## src/rtl/olb_pkg.sv

```systemverilog
// Shared types and constants of the ordered list buffer.
package olb_pkg;

    // Store geometry
    localparam int DEPTH     = 16;
    localparam int WIDTH     = 32;
    localparam int IDX_W     = $clog2(DEPTH);
    localparam int CNT_W     = $clog2(DEPTH + 1);
    localparam int POS_W     = 5;
    localparam int VAL_W     = 32;
    localparam int CNT_OUT_W = 5;
    localparam int CMP_W     = (CNT_W > POS_W) ? ((CNT_W > CNT_OUT_W) ? CNT_W : CNT_OUT_W)
                                               : ((POS_W > CNT_OUT_W) ? POS_W : CNT_OUT_W);

    // Command codes
    typedef enum logic [2:0] {
        CMD_READ   = 3'd0,
        CMD_INSERT = 3'd1,
        CMD_ERASE  = 3'd2,
        CMD_PUSH   = 3'd3,
        CMD_POP    = 3'd4,
        CMD_CLEAR  = 3'd5
    } t_cmd;

    // Result status codes
    typedef enum logic [1:0] {
        STAT_OK    = 2'd0,
        STAT_RANGE = 2'd1,
        STAT_FULL  = 2'd2,
        STAT_EMPTY = 2'd3
    } t_status;

    // Output register occupancy
    typedef enum logic {
        ST_IDLE = 1'b0,
        ST_HOLD = 1'b1
    } t_state;

    // Controller to datapath commands
    typedef struct packed {
        logic    load;
        logic    rd;
        logic    ins;
        logic    ers;
        logic    push;
        logic    pop;
        logic    clr;
        t_status status;
    } t_dp_cmd;

    // Datapath to controller status
    typedef struct packed {
        logic full;
        logic empty;
        logic pos_gt_cnt;
        logic pos_ge_cnt;
    } t_dp_stat;

endpackage

```

## src/rtl/ordered_list_buffer.sv

```systemverilog
// Top level of the ordered list buffer: controller plus cell datapath.
//
//  channel | direction | handshake              | fields
//  --------+-----------+------------------------+--------------------------------------------
//  in      | to block  | i_in_valid/o_in_stall  | i_cmd, i_position, i_element_value
//  out     | from block| o_out_valid/i_out_stall| o_read_value, o_status, o_count, o_is_empty
//
// Each command completes in the result register: every cell shifts in parallel, so
// a word accepted at one edge shows its result after that edge, one result per
// cycle unless the output side stalls. The result register is the only stage;
// input stalls only while a result waits and the output side stalls.
// Synchronous active-low reset empties the store and drops any pending result;
// cell contents are not cleared and are never read past the fill count.
module ordered_list_buffer (
    input  logic                            i_clk,
    input  logic                            i_rst_n,
    input  logic                            i_in_valid,
    output logic                            o_in_stall,
    input  logic [2:0]                      i_cmd,
    input  logic [olb_pkg::POS_W-1:0]       i_position,
    input  logic [olb_pkg::VAL_W-1:0]       i_element_value,
    output logic                            o_out_valid,
    input  logic                            i_out_stall,
    output logic [olb_pkg::VAL_W-1:0]       o_read_value,
    output logic [1:0]                      o_status,
    output logic [olb_pkg::CNT_OUT_W-1:0]   o_count,
    output logic                            o_is_empty
);

    olb_pkg::t_dp_cmd  dp_cmd;
    olb_pkg::t_dp_stat dp_stat;

    // Sequence handshakes and validate commands
    olb_ctrl u_ctrl (
        .i_clk       (i_clk),
        .i_rst_n     (i_rst_n),
        .i_in_valid  (i_in_valid),
        .o_in_stall  (o_in_stall),
        .i_cmd       (i_cmd),
        .o_out_valid (o_out_valid),
        .i_out_stall (i_out_stall),
        .i_dp_stat   (dp_stat),
        .o_dp_cmd    (dp_cmd)
    );

    // Hold the cells and the result word
    olb_datapath u_datapath (
        .i_clk           (i_clk),
        .i_rst_n         (i_rst_n),
        .i_position      (i_position),
        .i_element_value (i_element_value),
        .i_dp_cmd        (dp_cmd),
        .o_dp_stat       (dp_stat),
        .o_read_value    (o_read_value),
        .o_status        (o_status),
        .o_count         (o_count),
        .o_is_empty      (o_is_empty)
    );

endmodule

```

## src/rtl/olb_ctrl.sv

```systemverilog
// Controller of the ordered list buffer: handshake, command checks, output occupancy.
module olb_ctrl (
    input  logic                        i_clk,
    input  logic                        i_rst_n,
    input  logic                        i_in_valid,
    output logic                        o_in_stall,
    input  logic [2:0]                  i_cmd,
    output logic                        o_out_valid,
    input  logic                        i_out_stall,
    input  olb_pkg::t_dp_stat           i_dp_stat,
    output olb_pkg::t_dp_cmd            o_dp_cmd
);

    olb_pkg::t_state r_state;
    olb_pkg::t_state n_state;
    logic            accept;

    // Hold the output register occupancy
    always_ff @(posedge i_clk) begin
        if (!i_rst_n) begin
            r_state <= olb_pkg::ST_IDLE;
        end else begin
            r_state <= n_state;
        end
    end

    // Stall input only while a result waits and the consumer stalls
    assign o_in_stall  = (r_state == olb_pkg::ST_HOLD) && i_out_stall;
    assign o_out_valid = (r_state == olb_pkg::ST_HOLD);
    assign accept      = i_in_valid && !o_in_stall;

    // Decode the command, check its bounds and advance the state
    always_comb begin
        n_state  = r_state;
        o_dp_cmd = '0;
        o_dp_cmd.status = olb_pkg::STAT_OK;

        case (r_state)
            olb_pkg::ST_IDLE: begin
                if (accept) begin
                    n_state = olb_pkg::ST_HOLD;
                end
            end
            olb_pkg::ST_HOLD: begin
                if (!accept && !i_out_stall) begin
                    n_state = olb_pkg::ST_IDLE;
                end
            end
            default: begin
                n_state = olb_pkg::ST_IDLE;
            end
        endcase

        if (accept) begin
            o_dp_cmd.load = 1'b1;
            case (i_cmd)
                olb_pkg::CMD_READ: begin
                    if (i_dp_stat.pos_ge_cnt) begin
                        o_dp_cmd.status = olb_pkg::STAT_RANGE;
                    end else begin
                        o_dp_cmd.rd = 1'b1;
                    end
                end
                olb_pkg::CMD_INSERT: begin
                    if (i_dp_stat.pos_gt_cnt) begin
                        o_dp_cmd.status = olb_pkg::STAT_RANGE;
                    end else if (i_dp_stat.full) begin
                        o_dp_cmd.status = olb_pkg::STAT_FULL;
                    end else begin
                        o_dp_cmd.ins = 1'b1;
                    end
                end
                olb_pkg::CMD_ERASE: begin
                    if (i_dp_stat.pos_ge_cnt) begin
                        o_dp_cmd.status = olb_pkg::STAT_RANGE;
                    end else begin
                        o_dp_cmd.ers = 1'b1;
                    end
                end
                olb_pkg::CMD_PUSH: begin
                    if (i_dp_stat.full) begin
                        o_dp_cmd.status = olb_pkg::STAT_FULL;
                    end else begin
                        o_dp_cmd.push = 1'b1;
                    end
                end
                olb_pkg::CMD_POP: begin
                    if (i_dp_stat.empty) begin
                        o_dp_cmd.status = olb_pkg::STAT_EMPTY;
                    end else begin
                        o_dp_cmd.pop = 1'b1;
                    end
                end
                olb_pkg::CMD_CLEAR: begin
                    o_dp_cmd.clr = 1'b1;
                end
                default: begin
                    // unused codes leave the store alone
                end
            endcase
        end
    end

endmodule

```

## src/rtl/olb_datapath.sv

```systemverilog
// Datapath of the ordered list buffer: shifting cell row, fill count, output register.
module olb_datapath (
    input  logic                            i_clk,
    input  logic                            i_rst_n,
    input  logic [olb_pkg::POS_W-1:0]       i_position,
    input  logic [olb_pkg::VAL_W-1:0]       i_element_value,
    input  olb_pkg::t_dp_cmd                i_dp_cmd,
    output olb_pkg::t_dp_stat               o_dp_stat,
    output logic [olb_pkg::VAL_W-1:0]       o_read_value,
    output logic [1:0]                      o_status,
    output logic [olb_pkg::CNT_OUT_W-1:0]   o_count,
    output logic                            o_is_empty
);

    localparam int CMP_W = olb_pkg::CMP_W;
    localparam int IDX_W = olb_pkg::IDX_W;
    localparam int CNT_W = olb_pkg::CNT_W;
    localparam int WIDTH = olb_pkg::WIDTH;
    localparam int DEPTH = olb_pkg::DEPTH;

    logic [WIDTH-1:0]         r_cells [DEPTH];
    logic [WIDTH-1:0]         n_cells [DEPTH];
    logic [CNT_W-1:0]         r_cnt;
    logic [CNT_W-1:0]         n_cnt;
    logic [olb_pkg::VAL_W-1:0] r_read_value;
    olb_pkg::t_status         r_status;
    logic [olb_pkg::CNT_OUT_W-1:0] r_count;
    logic                     r_is_empty;

    logic [CMP_W-1:0]         pos_ext;
    logic [CMP_W-1:0]         cnt_ext;
    logic [CMP_W-1:0]         n_cnt_ext;
    logic [IDX_W-1:0]         pos_idx;
    logic [IDX_W-1:0]         cnt_idx;
    logic [WIDTH-1:0]         wr_val;
    logic [olb_pkg::VAL_W-1:0] rd_val;

    // Widen position and count to a common compare width
    assign pos_ext   = CMP_W'(i_position);
    assign cnt_ext   = CMP_W'(r_cnt);
    assign n_cnt_ext = CMP_W'(n_cnt);
    assign pos_idx   = pos_ext[IDX_W-1:0];
    assign cnt_idx   = cnt_ext[IDX_W-1:0];
    assign wr_val    = WIDTH'(i_element_value);
    assign rd_val    = olb_pkg::VAL_W'(r_cells[pos_idx]);

    // Report bounds to the controller
    assign o_dp_stat.full       = (cnt_ext == CMP_W'(DEPTH));
    assign o_dp_stat.empty      = (r_cnt == '0);
    assign o_dp_stat.pos_gt_cnt = (pos_ext > cnt_ext);
    assign o_dp_stat.pos_ge_cnt = (pos_ext >= cnt_ext);

    // Shift the cell row up or down and write new words
    always_comb begin
        n_cells = r_cells;
        if (i_dp_cmd.ins) begin
            for (int i = 1; i < DEPTH; i++) begin
                if (CMP_W'(i) > pos_ext) begin
                    n_cells[i] = r_cells[i-1];
                end
            end
            n_cells[pos_idx] = wr_val;
        end
        if (i_dp_cmd.ers) begin
            for (int i = 0; i < DEPTH - 1; i++) begin
                if (CMP_W'(i) >= pos_ext) begin
                    n_cells[i] = r_cells[i+1];
                end
            end
        end
        if (i_dp_cmd.push) begin
            n_cells[cnt_idx] = wr_val;
        end
    end

    // Advance the fill count
    always_comb begin
        n_cnt = r_cnt;
        if (i_dp_cmd.clr) begin
            n_cnt = '0;
        end else if (i_dp_cmd.ins || i_dp_cmd.push) begin
            n_cnt = r_cnt + CNT_W'(1);
        end else if (i_dp_cmd.ers || i_dp_cmd.pop) begin
            n_cnt = r_cnt - CNT_W'(1);
        end
    end

    // Hold cell contents
    always_ff @(posedge i_clk) begin
        r_cells <= n_cells;
    end

    // Hold the fill count
    always_ff @(posedge i_clk) begin
        if (!i_rst_n) begin
            r_cnt <= '0;
        end else begin
            r_cnt <= n_cnt;
        end
    end

    // Load the result word on accept
    always_ff @(posedge i_clk) begin
        if (i_dp_cmd.load) begin
            r_read_value <= i_dp_cmd.rd ? rd_val : '0;
            r_status     <= i_dp_cmd.status;
            r_count      <= n_cnt_ext[olb_pkg::CNT_OUT_W-1:0];
            r_is_empty   <= (n_cnt == '0);
        end
    end

    assign o_read_value = r_read_value;
    assign o_status     = r_status;
    assign o_count      = r_count;
    assign o_is_empty   = r_is_empty;

endmodule

```

## config.mk

```make
export PLATFORM = sky130hd
export DESIGN_NAME = ordered_list_buffer
export DESIGN_NICKNAME = d
export VERILOG_FILES = /design/src/rtl/olb_pkg.sv /design/src/rtl/ordered_list_buffer.sv /design/src/rtl/olb_ctrl.sv /design/src/rtl/olb_datapath.sv
export SDC_FILE = /design/constraint.sdc
export NUM_CORES = 2
export LEC_CHECK = 0
export BUFFER_PORTS_ARGS = -buffer_cell sky130_fd_sc_hd__buf_4
export CORE_MARGIN = 4
export CORE_UTILIZATION = 45
export CTS_BUF_LIST = sky130_fd_sc_hd__clkbuf_4 sky130_fd_sc_hd__clkbuf_8
export CTS_CLUSTER_DIAMETER = 120
export DETAILED_ROUTE_END_ITERATION = 16
export PLACE_DENSITY = 0.71
export SLEW_MARGIN = 40
export SYNTH_ARGS = -nofsm -noshare
export SYNTH_HDL_FRONTEND = slang
export SYNTH_SLANG_ARGS = --single-unit
```

## constraint.sdc

```tcl
create_clock -name i_clk -period 3.9 [get_ports i_clk]
set_input_delay 0.39 -clock i_clk [delete_from_list [all_inputs] [get_ports i_clk]]
set_output_delay 0.39 -clock i_clk [all_outputs]
set_load 0.1 [all_outputs]
```

Word-level counts from Yosys, hierarchy flattened:

Index checks and enable logic that the tools add are counted.

* memories: 0
* bits in read-only memories: 0
* logic and storage cells: 162
* register bits after elaboration: 558
* memory bits (writable): 0
* latch bits: 0

* order comparisons: 36
* reductions and logical operators: 14
* divide/modulo/power cells: 0
* add/subtract/negate cells: 2
* equality and inequality tests: 6
* multipliers: 0
* shift-type cells: 0
* bitwise operators: 3
* mux-type cells: 79

Operators by type and width (number)
* 32-bit 2-to-1 mux: 49
* 512-bit bitwise mux: 2
* 512-bit 2-to-1 mux: 2
* 480-bit 2-to-1 mux: 1
* 32-bit demux with 4-bit select: 2
* 32-bit binary-select mux with 4-bit select: 1
* 4-bit by 5-bit greater-than comparator with 1-bit output, first input constant: 8
* 4-bit by 5-bit greater-or-equal comparator with 1-bit output, first input constant: 7
* 3-bit by 5-bit greater-or-equal comparator with 1-bit output, first input constant: 4
* 3-bit by 5-bit greater-than comparator with 1-bit output, first input constant: 4
* 5-bit 2-to-1 mux: 3
* 1-bit 2-to-1 mux: 13
* 1-bit by 5-bit greater-or-equal comparator with 1-bit output, first input constant: 2
* 2-bit by 5-bit greater-or-equal comparator with 1-bit output, first input constant: 2
* 5-bit greater-or-equal comparator, second input constant: 2
* 2-bit by 5-bit greater-than comparator with 1-bit output, first input constant: 2
* 5-bit logical NOT: 2
* 5-bit by 1-bit less-than comparator with 1-bit output, second input constant: 2
* 4-bit NOT with 5-bit output: 2
* 9-bit 2-to-1 mux: 1
* 2-bit one-hot mux with 4 select lines: 1
* 3-bit by 2-bit equality test with 1-bit output, second input constant: 2
* 3-bit equality test, second input constant: 2
* 2-bit 2-to-1 mux: 3
* 14 further kinds: 21

Depth between registers and ports, before layout:

* depth in word-level cells: 12
* gate-level depth with buffers: 15
* depth with buffers taken out: 9

Hierarchy:

From an unflattened synthesis, not the netlist that was laid out.

* cells, all modules: 4503
* area, all modules: 37252.0 um^2

Modules (own cells, without submodules)
* olb_datapath: area each 37044.3 um^2, cells an instance 4477, instances 1
* olb_ctrl: area each 207.7 um^2, cells an instance 26, instances 1

Worst setup path after synthesis:

No wires, ideal clock.

* kind: register to register
* start point: register u_ctrl.r_state, in the netlist u_ctrl.o_out_valid
* end point: register u_datapath.r_cells[55] (netlist bit)
* period minus slack after synthesis: 3.222 ns
* arrival time: 3.100 ns
* slack: 0.678 ns
* data required time: 3.778 ns
* library setup time: 0.122 ns
* cell stages (with the launch flop): 12
* buffers on the path: 3
* cell sequence: dfxtp_1 a21bo_2 inv_2 o2111ai_2 or2_1 buf_2 nor3_4 or2_1 buf_4 buf_6 a221oi_1 a221o_1

RTL lines
* from (decl): RTL line olb_ctrl.sv:14 `olb_pkg::t_state r_state;`
* from (signal assigned): RTL line olb_ctrl.sv:21 `r_state <= olb_pkg::ST_IDLE;`
* from (signal assigned): RTL line olb_ctrl.sv:23 `r_state <= n_state;`
* to (signal assigned): RTL line olb_datapath.sv:90 `r_cells <= n_cells;`
* to (decl): RTL line olb_datapath.sv:21 `logic [WIDTH-1:0] r_cells [DEPTH];`

==> results.txt <==
CTS placed an instance of sky130_fd_sc_hd__clkbuf_8 at the clock tree root. The number of max-cap violations is 0. The analysis attributes to cell leakage a power of 0.0132 uW. The count of nets after finishing is 4192. During placement, the flow inserted port buffers numbering 85. The clock skew after layout is 0.0468 ns. The number of sinks driven by the clock tree is 558. In the synthesized netlist the async set-or-reset flop fraction comes to 0%. The number of buffers created by CTS is 97. The highest net fanout along the worst path is 54. The warning count from the yosys run is 0. The number of distinct library cell variants in the gate-level netlist after synthesis came out at 65. Yosys mapped a number of flops with a built-in enable equal to 40. The peak ir drop on the vdd network is 273 uV. Setup repair after global routing left no endpoint under its margin. The iteration-0 DRC count of the detailed router came out at 4580. The fill cell total of the finished layout is 7088.

The number of setup violations in the final report came out at 0. In this run the remaining antenna-violating nets after routing total 0. The number of max-slew violations in the final report was 0. The total global routing track utilization came out at 28.0%.

The total core area is 0.0746 mm^2. The run finished with clean final reports. STA classifies the critical path endpoint as a register. The flip-flop and latch count after synthesis is 558.

The total via count after detailed routing came out at 34186. The critical path in this run is classified as reg -> reg. 86 I/O pins were placed. The detail-routed net length per standard cell came out at 22.3 um. The ratio of cells with drive above 1 in the final layout is 15.3%. The x dimension of the die came out at 283 um. The HPWL after detailed placement is 78300 um. The wire length of the first global-routing pass came out at 183000 um.

The count of final hold-check violations was 0. The number of setup buffers added after CTS is 0. The transition time at the pin with the least slew margin is 0.844 ns. The post-cts repair resize count is 0. The CTS clock-pin slew for the worst setup and hold paths is 0.06 ns. The total overflow left after global routing is 0. Headroom to the max-slew limit came out at 43.7%. The level count of the clock H-tree is 3. The highest-delay cell along the critical path is sky130_fd_sc_hd__dfxtp_1.

The pin count of the biggest net entering global routing came out at 94. Data on the critical path is required at its endpoint by 4.48 ns. The relative area change from synthesis to final layout is 9.73%.

The worst stage delay on the critical path came out at 0.52 ns. The number of global-route vias before repair came out at 31928. The ratio of total power to cell area is 519 mW/mm^2.

The longest clock path from root to sink contains 3 buffers. The part of the cycle the worst path needs is 89.2%. The timing-limited maximum frequency is 0.288 GHz.

Synthesis produced a netlist with a net count of 4384. The number of standard-cell rows in the floorplan is 100. The number of antenna violations at the first check in global routing came out at 7. At the end of routability-driven placement, the weighted congestion stood at 0.908. The final core utilization came out at 49.9%. The cell count after synthesis came out at 4330. The per-instance average area after synthesis is 7.84 um^2.

The first-pass detailed-route iteration total is 6. For this design, the CTS-stage hold fixing added 3 buffers. The cell repeated most along the worst path is sky130_fd_sc_hd__a21oi_1.

Walking the worst path, the cells encountered are inv_1, ha_1, a21oi_1, o22ai_1, o21ai_2, and2_4, buf_12, nand2_1, a21oi_1, o21ai_0. STA puts the critical path data arrival time at 4.06 ns. In the routed design, unresolved DRC markers number 0.

The path class of the tightest hold or removal check is in -> reg. The final critical delay including setup and external delays is 3.48 ns. The final setup TNS is 0 ns.

The worst setup path is launched from a register. TritonCTS built the clock tree. The detail-routed via count per cell came out at 6.60. The starting density of the core is 45.5%. The die boundary height is 283 um. After synthesis the cells add up to 0.0339 mm^2.

The total wire length came out at 116000 um. The worst-skew pair later-pin latency is 0.71 ns. For this run, the leading register cell type out of synthesis is sky130_fd_sc_hd__dfxtp_1. The commonest non-fill, non-tap cell in the layout is sky130_fd_sc_hd__o21ai_0. The fraction of the yosys area taken by sequential cells is 34.1%. The die area came out at 0.0799 mm^2. The top cell types in the final layout, fill and taps aside, are 647 x sky130_fd_sc_hd__o21ai_0, 518 x sky130_fd_sc_hd__dfxtp_1, 463 x sky130_fd_sc_hd__a21oi_1.
## state kept, by name (all words and copies together), names as in the netlist
signal and count:
u_datapath.r_cells 512, u_datapath.o_read_value 32, u_datapath.cnt_ext 5, u_datapath.o_count 5
u_datapath.o_status 2, u_ctrl.o_out_valid 1, u_datapath.o_is_empty 1
## area by class of cell
cell class,instances,area [um^2],area share (%)
sequential,558,11600,31.1
antenna,3,7.51,0.0202
timing repair buffer,232,1970,5.30
tap,969,1210,3.26
clock inverter,13,130,0.349
clock buffer,157,1890,5.08
multi-input combinational,3204,20300,54.5
inverter,45,169,0.454
## synthesized netlist by cell type, drive strengths merged, types with 37 or more instances
cell type  count  area, um^2
o22ai        282        1760
inv           44         165
nor2         435        1640
mux4         160        3600
nor2b         37         231
edfxtp        40        1200
nand2        403        1520
a21oi        473        2380
dfxtp        518       10400
buf           86         442
a22oi        164        1230
a31oi        223        1400
clkbuf       437        1640
o21ai        684        3430
## per-layer routing
metal	GRT usage (%)	wire length [um]	vias to the layer above
li1	-	-	15803
met1	38.9	48600	16176
met2	43.8	52100	1985
met3	5.39	12200	220
met4	9.81	2750	2
met5	0	11	-
## critical path: cells and delay by family, from the launching register on
kind / cells / cell delay (ns)
buffers and inverters: 2 / 0.48
AOI/OAI and AO/OA: 5 / 1.13
adders and majority gates: 1 / 0.33
and+or+nand+nor: 2 / 0.86
DFF: 1 / 0.52
## kinds of logic after synthesis
group                    synth area share [%]
AND/OR/NAND/NOR                          11.8
adder cells (fa/ha/maj)                 0.369
flip-flops                               34.1
XOR/XNOR                               0.0774
multiplexers                             12.7
buffers and inverters                    6.64
AO/OA/AOI/OAI                            34.2
## worst paths after layout
kind / end / startpoint / slack, ns / cells after the start
worst max-delay path: u_datapath.r_cells[310] / u_datapath.cnt_ext[2] / 0.42 / 10
worst max register to register: u_datapath.r_cells[310] / u_datapath.cnt_ext[2] / 0.42 / 10
worst min register to register: u_datapath.r_cells[436] / u_datapath.r_cells[404] / 0.50 / 2
worst min-delay path: u_datapath.o_status[0] / i_cmd[2] / 0.08 / 3
## where the power goes
group	switching (uW)	internal [uW]	total (uW)
sequential	1670	7370	9050
combinational	2190	2390	4580
clock	2510	3180	5700
## through the flow
stage	power (uW)	instances	worst slack, ns	cell area (um^2)	hold slack [ns]
3_3_place_gp	13300	5004	0.625	35100	0.484
4_1_cts	19200	5177	0.508	37200	0.0339
6_report	19300	5181	0.422	37200	0.0786
5_1_grt	20200	5181	0.0979	37200	0.0773
3_5_place_dp	13500	5004	0.563	35200	0.484
2_1_floorplan	12000	4330	0.678	33900	0.463
No activity file was read; power rests on OpenSTA's default activity.
